===== config.mk =====
export PLATFORM = sky130hd
export DESIGN_NAME = three_key_debounce_combo
export DESIGN_NICKNAME = d
export VERILOG_FILES = /design/src/sv/tkdc_pkg.sv /design/src/sv/three_key_debounce_combo.sv
export SDC_FILE = /design/constraint.sdc
export NUM_CORES = 1
export LEC_CHECK = 0
export BUFFER_PORTS_ARGS = -buffer_cell sky130_fd_sc_hd__buf_2
export CELL_PAD_IN_SITES_DETAIL_PLACEMENT = 0
export CELL_PAD_IN_SITES_GLOBAL_PLACEMENT = 1
export CORE_UTILIZATION = 41
export CTS_CLUSTER_DIAMETER = 100
export DETAILED_ROUTE_END_ITERATION = 16
export GPL_ROUTABILITY_DRIVEN = 0
export GPL_TIMING_DRIVEN = 0
export PLACE_DENSITY = 0.76
export SETUP_SLACK_MARGIN = 0.5
export SLEW_MARGIN = 20
export SYNTH_ARGS = -nofsm -noshare
export SYNTH_HDL_FRONTEND = slang
export SYNTH_SLANG_ARGS = --single-unit

===== constraint.sdc =====
create_clock -name i_clk -period 4.5 [get_ports i_clk]
set_input_delay 0.9 -clock i_clk [delete_from_list [all_inputs] [get_ports i_clk]]
set_output_delay 0.9 -clock i_clk [all_outputs]
set_load 0.01 [all_outputs]

===== src/sv/tkdc_pkg.sv =====
// Package for the three-key debouncer: widths, register indexes, LED and
// action codes, and the packed result layout.
// No dependencies.
package tkdc_pkg;

    localparam int NUM_KEYS     = 3;
    localparam int DB_W         = 8;
    localparam int HOLD_W       = 10;
    localparam int LED_W        = 3;
    localparam int ACT_W        = 2;
    localparam int KEY_IDX_W    = 2;
    localparam int CFG_ADDR_W   = 2;
    localparam int CFG_DATA_W   = 10;
    localparam int IN_TDATA_W   = 8;
    localparam int OUT_TDATA_W  = 24;

    localparam logic [DB_W-1:0]   DB_MAX            = '1;
    localparam logic [DB_W-1:0]   RST_RELEASE_TICKS = 8'd10;
    localparam logic [HOLD_W-1:0] RST_HOLD_THRESH   = 10'd500;
    localparam logic [HOLD_W-1:0] RST_HOLD_CAP      = 10'd600;

    typedef enum logic [CFG_ADDR_W-1:0] {
        REG_RELEASE_TICKS  = 2'd0,
        REG_HOLD_THRESHOLD = 2'd1,
        REG_HOLD_CAP       = 2'd2,
        REG_LED_MODE       = 2'd3
    } t_reg_idx;

    typedef enum logic [1:0] {
        LED_MODE_NORMAL    = 2'd0,
        LED_MODE_OFTEN_ON  = 2'd1,
        LED_MODE_OFTEN_OFF = 2'd2
    } t_led_mode;

    typedef enum logic [LED_W-1:0] {
        LED_NONE        = 3'd0,
        LED_DIRECT_ZERO = 3'd1,
        LED_DIRECT_FULL = 3'd2,
        LED_FADE_FULL   = 3'd3,
        LED_FADE_ZERO   = 3'd4
    } t_led_cmd;

    typedef enum logic [ACT_W-1:0] {
        ACT_NONE        = 2'd0,
        ACT_KEY3_MODE   = 2'd1,
        ACT_KEY12_MODE  = 2'd2,
        ACT_BACKGROUND  = 2'd3
    } t_action;

    // Declared from the top field down, so key_changed lands in bit 0.
    typedef struct packed {
        logic [KEY_IDX_W-1:0] last_key;
        logic [NUM_KEYS-1:0]  held_mask;
        logic [ACT_W-1:0]     setting_action;
        logic [LED_W-1:0]     led1_cmd;
        logic [LED_W-1:0]     led0_cmd;
        logic [NUM_KEYS-1:0]  released_mask;
        logic [NUM_KEYS-1:0]  pressed_mask;
        logic                 key_changed;
    } t_result;

    localparam int RESULT_W = $bits(t_result);

    // Action fired by a long press of each key.
    function automatic t_action key_action(input logic [KEY_IDX_W-1:0] key);
        t_action act;
        case (key)
            2'd0:    act = ACT_KEY12_MODE;
            2'd1:    act = ACT_BACKGROUND;
            2'd2:    act = ACT_KEY3_MODE;
            default: act = ACT_NONE;
        endcase
        return act;
    endfunction

endpackage


===== src/sv/three_key_debounce_combo.sv =====
// Three-key debouncer with long-press combos: top level.
// Depends on tkdc_pkg.
//
// Usage:
//   Slave stream: one beat per 1 ms tick; tdata[2:0] are the raw active-low
//   levels of keys 0..2. Master stream: one result beat per tick.
//   Configuration channel: i_cfg_valid/o_cfg_ready with a register index
//   (0 release_ticks, 1 hold_threshold, 2 hold_cap, 3 led_mode) and data.
//   o_cfg_ready is always high; write only while no tick is in flight.
// Timing:
//   The whole key update is one combinational pass from the key state
//   registers into the result register, so while o_s_axis_tready is high a
//   tick is accepted every cycle; its result is registered in the result
//   register, or in the skid register if the receiver stalls.
// Reset and stalls:
//   Reset sets all keys idle, hold counters and last key to zero, and the
//   registers to 10, 500, 600 and 0. A result register plus one skid
//   register sit on the output; if the receiver stalls, one more tick is
//   taken into the skid register, and then o_s_axis_tready drops until the
//   receiver takes a beat.
module three_key_debounce_combo (
    input  logic                                i_clk,
    input  logic                                i_rst_n,
    input  logic                                i_s_axis_tvalid,
    output logic                                o_s_axis_tready,
    // [2:0] key_levels, [7:3] zero
    input  logic [tkdc_pkg::IN_TDATA_W-1:0]     i_s_axis_tdata,
    output logic                                o_m_axis_tvalid,
    input  logic                                i_m_axis_tready,
    // [0] key_changed, [3:1] pressed_mask, [6:4] released_mask,
    // [9:7] led0_cmd, [12:10] led1_cmd, [14:13] setting_action,
    // [17:15] held_mask, [19:18] last_key, [23:20] zero
    output logic [tkdc_pkg::OUT_TDATA_W-1:0]    o_m_axis_tdata,
    input  logic                                i_cfg_valid,
    output logic                                o_cfg_ready,
    input  logic [tkdc_pkg::CFG_ADDR_W-1:0]     i_cfg_addr,
    input  logic [tkdc_pkg::CFG_DATA_W-1:0]     i_cfg_data
);
    import tkdc_pkg::*;

    // Configuration
    logic [DB_W-1:0]     r_release_ticks;
    logic [HOLD_W-1:0]   r_hold_thresh;
    logic [HOLD_W-1:0]   r_hold_cap;
    logic [1:0]          r_led_mode;

    // Key state
    logic [DB_W-1:0]      r_db   [NUM_KEYS];
    logic [HOLD_W-1:0]    r_hold [NUM_KEYS];
    logic [KEY_IDX_W-1:0] r_last;

    logic [DB_W-1:0]      n_db   [NUM_KEYS];
    logic [HOLD_W-1:0]    n_hold [NUM_KEYS];
    logic [KEY_IDX_W-1:0] n_last;

    // Output result register and skid register
    t_result r_out;
    logic    r_out_vld;
    t_result r_skid;
    logic    r_skid_vld;
    t_result n_res;

    logic s_accept;
    logic m_take;
    logic cfg_we;

    assign o_cfg_ready     = 1'b1;
    assign cfg_we          = i_cfg_valid & o_cfg_ready;
    assign o_s_axis_tready = ~r_skid_vld;
    assign s_accept        = i_s_axis_tvalid & o_s_axis_tready;
    assign o_m_axis_tvalid = r_out_vld;
    assign m_take          = r_out_vld & i_m_axis_tready;
    assign o_m_axis_tdata  = {(OUT_TDATA_W - RESULT_W)'(0), r_out};

    // Key update: keys run in order, and each later key sees the counts and
    // last key that earlier keys wrote in the same tick.
    always_comb begin
        logic [NUM_KEYS-1:0] levels;
        logic [NUM_KEYS-1:0] pmask;
        logic [NUM_KEYS-1:0] rmask;
        logic [NUM_KEYS-1:0] hmask;
        logic                all_down;
        t_action             act;
        t_led_cmd            led_press;
        t_led_cmd            led_release;

        levels   = i_s_axis_tdata[NUM_KEYS-1:0];
        pmask    = '0;
        rmask    = '0;
        hmask    = '0;
        act      = ACT_NONE;
        n_db     = r_db;
        n_hold   = r_hold;
        n_last   = r_last;
        all_down = 1'b0;

        for (int k = 0; k < NUM_KEYS; k++) begin
            if (n_db[k] == '0) begin
                if (!levels[k]) begin
                    n_db[k]  = DB_W'(1);
                    pmask[k] = 1'b1;
                    n_last   = KEY_IDX_W'(k);
                end
            end else if (levels[k] &&
                         ((n_db[k] == DB_MAX ? n_db[k] : n_db[k] + DB_W'(1))
                          >= r_release_ticks)) begin
                n_db[k]   = '0;
                n_hold[k] = '0;
                rmask[k]  = 1'b1;
            end else begin
                if (levels[k]) begin
                    if (n_db[k] != DB_MAX) n_db[k] = n_db[k] + DB_W'(1);
                end else begin
                    n_db[k] = DB_W'(1);
                end
                if (n_hold[k] < r_hold_cap) n_hold[k] = n_hold[k] + HOLD_W'(1);
                if (n_hold[k] > r_hold_thresh) begin
                    n_hold[k] = '0;
                    // This key is itself down here; the combo also needs the other two.
                    all_down = (n_db[0] != '0) && (n_db[1] != '0) && (n_db[2] != '0);
                    if (all_down && n_last == KEY_IDX_W'(k))
                        act = key_action(KEY_IDX_W'(k));
                end
            end
        end

        for (int k = 0; k < NUM_KEYS; k++) begin
            hmask[k] = (n_db[k] != '0);
        end

        case (r_led_mode)
            LED_MODE_OFTEN_ON: begin
                led_press   = LED_DIRECT_ZERO;
                led_release = LED_FADE_FULL;
            end
            LED_MODE_OFTEN_OFF: begin
                led_press   = LED_DIRECT_FULL;
                led_release = LED_FADE_ZERO;
            end
            default: begin
                led_press   = LED_NONE;
                led_release = LED_NONE;
            end
        endcase

        n_res.key_changed    = |(pmask | rmask);
        n_res.pressed_mask   = pmask;
        n_res.released_mask  = rmask;
        n_res.led0_cmd       = pmask[0] ? led_press : (rmask[0] ? led_release : LED_NONE);
        n_res.led1_cmd       = pmask[1] ? led_press : (rmask[1] ? led_release : LED_NONE);
        n_res.setting_action = act;
        n_res.held_mask      = hmask;
        n_res.last_key       = n_last;
    end

    always_ff @(posedge i_clk) begin
        if (!i_rst_n) begin
            r_release_ticks <= RST_RELEASE_TICKS;
            r_hold_thresh   <= RST_HOLD_THRESH;
            r_hold_cap      <= RST_HOLD_CAP;
            r_led_mode      <= LED_MODE_NORMAL;
            for (int k = 0; k < NUM_KEYS; k++) begin
                r_db[k]   <= '0;
                r_hold[k] <= '0;
            end
            r_last     <= '0;
            r_out_vld  <= 1'b0;
            r_skid_vld <= 1'b0;
        end else begin
            if (cfg_we) begin
                case (i_cfg_addr)
                    REG_RELEASE_TICKS:  r_release_ticks <= i_cfg_data[DB_W-1:0];
                    REG_HOLD_THRESHOLD: r_hold_thresh   <= i_cfg_data[HOLD_W-1:0];
                    REG_HOLD_CAP:       r_hold_cap      <= i_cfg_data[HOLD_W-1:0];
                    REG_LED_MODE:       r_led_mode      <= i_cfg_data[1:0];
                    default: ;
                endcase
            end

            if (s_accept) begin
                r_db   <= n_db;
                r_hold <= n_hold;
                r_last <= n_last;
            end

            if (r_skid_vld) begin
                if (m_take) begin
                    r_out      <= r_skid;
                    r_skid_vld <= 1'b0;
                end
            end else if (s_accept) begin
                if (!r_out_vld || m_take) begin
                    r_out     <= n_res;
                    r_out_vld <= 1'b1;
                end else begin
                    r_skid     <= n_res;
                    r_skid_vld <= 1'b1;
                end
            end else if (m_take) begin
                r_out_vld <= 1'b0;
            end
        end
    end

    // The skid register only fills behind a waiting result.
    assert property (@(posedge i_clk) disable iff (!i_rst_n)
        r_skid_vld |-> r_out_vld)
        else $error("skid register full while result register empty");

    // A tick taken while the result is stalled must land in the skid register.
    assert property (@(posedge i_clk) disable iff (!i_rst_n)
        (s_accept && r_out_vld && !i_m_axis_tready) |=> r_skid_vld)
        else $error("tick accepted under stall was not kept");

    // A key cannot be pressed and released in the same tick.
    assert property (@(posedge i_clk) disable iff (!i_rst_n)
        r_out_vld |-> ((r_out.pressed_mask & r_out.released_mask) == '0))
        else $error("key both pressed and released in one tick");

    // A pressed key is held after the tick; a released key is not.
    assert property (@(posedge i_clk) disable iff (!i_rst_n)
        r_out_vld |-> (((r_out.pressed_mask & ~r_out.held_mask) == '0) &&
                       ((r_out.released_mask & r_out.held_mask) == '0)))
        else $error("held mask disagrees with press or release");

    // The change flag follows the two masks.
    assert property (@(posedge i_clk) disable iff (!i_rst_n)
        r_out_vld |-> (r_out.key_changed ==
                       ((r_out.pressed_mask | r_out.released_mask) != '0)))
        else $error("key_changed disagrees with masks");

endmodule

==> results.yml <==
placed_design:
  dpl_cell_area_um2: 9060
  io_buffer_count: 40
  dp_hpwl_um: 17400
final_layout:
  nets: 1185
  layout_commonest_cell: "nand2_1"
  drive_gt1_share_pct: 19.5
  final_core_util_pct: 50.2
  area_delta_synth_final_pct: 19.9
  fin_area_um2: 10200
  mostFrequentLayoutCells: "nand2_1 (106), nor2_1 (83), ha_1 (80)"
clock_network:
  cts-htree-levels: 4
  cts_root_buffer: "clkbuf_16"
  clock_latency_ns: 0.43
  cts_sinks: 128
  cts.path.max_buffers: 2
  cts_tree: "built"
  cts_buffers: 17
  path_clk_slew_ns: 0.06
global_route:
  grt_pass1_wl_um: 37300
  grt_pass1_vias: 7025
  antenna_found_initial: 1
  overflow: 0
  grt_max_degree: 21
  gr-usage-all-layers_pct: 22.4
floorplan:
  pin_count: 52
  die_h_um: 146
  die_w_um: 146
  die-area_um2: 21300
  rows: 52
  core_area_um2: 20200
  start_util_pct: 41.9
routing:
  drc: 0
  highest_layer: "met4"
  avgViaCountPerCell: 5.59
  vias: 7558
  route.met2.wl_um: 11000
  drtIter0Drc: 512
  post_drt_wl_per_cell_um: 17.3
  wl_met1_um: 10800
  wl_met3_um: 909
  ant_nets: 0
  wl_um: 23400
  firstDrtPassIters: 5
sta:
  tns_ns: 0
  slew_viol_final: 0
  period_needed_ns: 3.91
  setup_viol: 0
  grt_setup_unrepaired: "yes"
  fmax_ghz: 0.256
  slew_headroom_pct: 40.6
  finalCritPeriodShare_pct: 86.8
  hold_viol_final: 0
  fin_skew_ns: 0.0114
  tightest_slew_ns: 0.890
hold_path:
  hold_class: "register to register"
  hold_start: "r_hold_cap[5]"
synthesis:
  synth_xor_area_share_pct: 3.41
  synthSimpleGateAreaFrac_pct: 19.7
  synth_area_leaders: "dfxtp_1 (21%), edfxtp_1 (14%), ha_1 (13%), nand2_1 (4.8%), a21oi_1 (4.4%)"
  synth-edff-count: 40
  synthAdderAreaFrac_pct: 13.3
  ys_types: 78
  synthCells: 984
  yosysTopAreaCellShare_pct: 20.8
  postSynthAreaPerCell_um2: 8.61
  synthMuxAreaShare_pct: 2.72
  async_reset_ff_share_pct: 0
  synth_top_area_cell: "dfxtp_1"
  ys_seq_area_share_pct: 35.0
  synth_top_family_by_area: "compound AO/OA/AOI/OAI gates"
  netlist_area_um2: 8480
  synth_ff_type: "dfxtp_1"
  synth_compound_area_share_pct: 20.9
  synth-seq-cells: 128
  ys_warn_count: 0
critical_path:
  r2r_slack_ns: 0.59
  path_class: "register to register"
  setup.worst_path.start: "r_hold_cap[7]"
  slowest_delay_ns: 0.55
  worst_ep_arrival_time_ns: 4.25
  cp.required_ns: 4.84
  r2r-start: "r_hold_cap[7]"
  worstPathMaxFanout: 8
  crit_chain: "inv_2 -> ha_4 -> and4_4 -> nand3_2 -> nor3_2 -> nor3_2 -> buf_4 -> buf_6 -> mux2_4 -> ha_4 -> nor2b_1 -> o2111a_1 -> a2111o_1 -> a2111o_2 -> a311o_1 -> o221ai_2"
  worstSetupStartpointType: "register"
  slowest_stage: "a2111o_2"
  end_kind: "register"
power_and_ir_drop:
  ir_drop_mv: 0.267
  cellLeakagePower_uw: 0.00419
  p_per_area_nw_per_um2: 290
run_status:
  status: "completed"
flow_run:
  maxCapViolCount: 0
-- cells by family after synthesis --
group / after synthesis
AND/OR/NAND/NOR: 345
other: 2
flip-flops: 128
buffers and inverters: 105
multiplexers: 21
adder cells (fa/ha/maj): 90
AO/OA/AOI/OAI: 260
XOR/XNOR: 33
-- power by group --
part           internal (µW)  switching [µW]
clock network            803             526
registers               1230            28.1
logic                    138             223
total                   2170             777
-- sequential cells by signal (all words and copies together) (netlist names) --
signal / count
o_m_axis_tdata: 20
o_m_axis_tvalid: 1
r_db: 24
r_hold: 30
r_hold_cap: 10
r_hold_thresh: 10
r_last: 2
r_led_mode: 2
r_release_ticks: 8
r_skid: 20
r_skid_vld: 1
-- synth_stat cells (3+ instances only) --
master	instances
nand2_1	108
ha_1	90
dfxtp_1	88
nor2_1	86
a21oi_1	74
inv_1	48
clkbuf_1	40
edfxtp_1	40
o21ai_0	35
nand3_1	30
nor3_1	26
and3_1	25
xnor2_1	23
a31oi_1	22
a22oi_1	20
mux2_2	16
o211ai_1	16
nand2b_1	15
nand4_1	14
a211oi_1	11
and2_1	10
o21a_1	10
xor2_1	10
a21o_1	9
a41oi_1	8
buf_1	7
and4_1	5
buf_4	5
mux2i_1	5
nor2b_1	5
o221a_2	5
o31ai_1	5
o211a_1	4
a2111o_1	3
a22o_1	3
a31o_2	3
buf_2	3
nor3b_1	3
o2111ai_1	3
o22ai_1	3
or2_2	3
-- path summary, 6_finish.rpt --
kind                                      end  cells after the start
worst max-delay path               r_hold[19]                     16
worst min-delay path            r_hold_cap[5]                      2
worst max register to register     r_hold[19]                     16
worst min register to register  r_hold_cap[5]                      2
-- timing repair --
action                     CTS  global route
hold buffers                 0             0
buffers inserted             9            11
cloned                       0             0
pin swaps                   14            26
gates resized for setup     39            61
setup endpoints to repair   34            33
-- through the flow --
step | total power [µW] | hold slack (ns) | worst slack, ns | std cells
after floorplan | 1500 | 0.436 | 0.506 | 987
after global routing | 3070 | 0.484 | 0.415 | 1353
after global placement | 1610 | 0.442 | -0.739 | 1297
final | 2950 | 0.454 | 0.595 | 1353
after detailed placement | 1620 | 0.447 | -0.240 | 1301
after CTS | 2950 | 0.455 | 0.511 | 1341
-- area by class of cell --
type | instances | area, µm²
fill | 1938 | 10100
multi-input combinational | 754 | 5470
sequential | 128 | 2980
clock buffer | 19 | 433
timing repair buffer | 64 | 377
tap | 270 | 338
buffer | 56 | 255
inverter | 49 | 189
clock inverter | 12 | 120
antenna | 1 | 2.50
-- worst max-delay path: cells and delay by family (launching register included) --
kind | cells | cell delay (ns)
compound gates | 5 | 1.67
fa+ha+maj | 2 | 0.48
buf+inv | 3 | 0.34
flops | 1 | 0.33
mux | 1 | 0.31
simple gates | 5 | 0.68
-- metal layers --
layer	vias up	global-route usage [%]
li1	3785	-
met1	3560	28.8
met2	167	37.4
met3	46	3.92
met4	0	8.53
met5	-	0
Power figures use the tool's default switching activity.
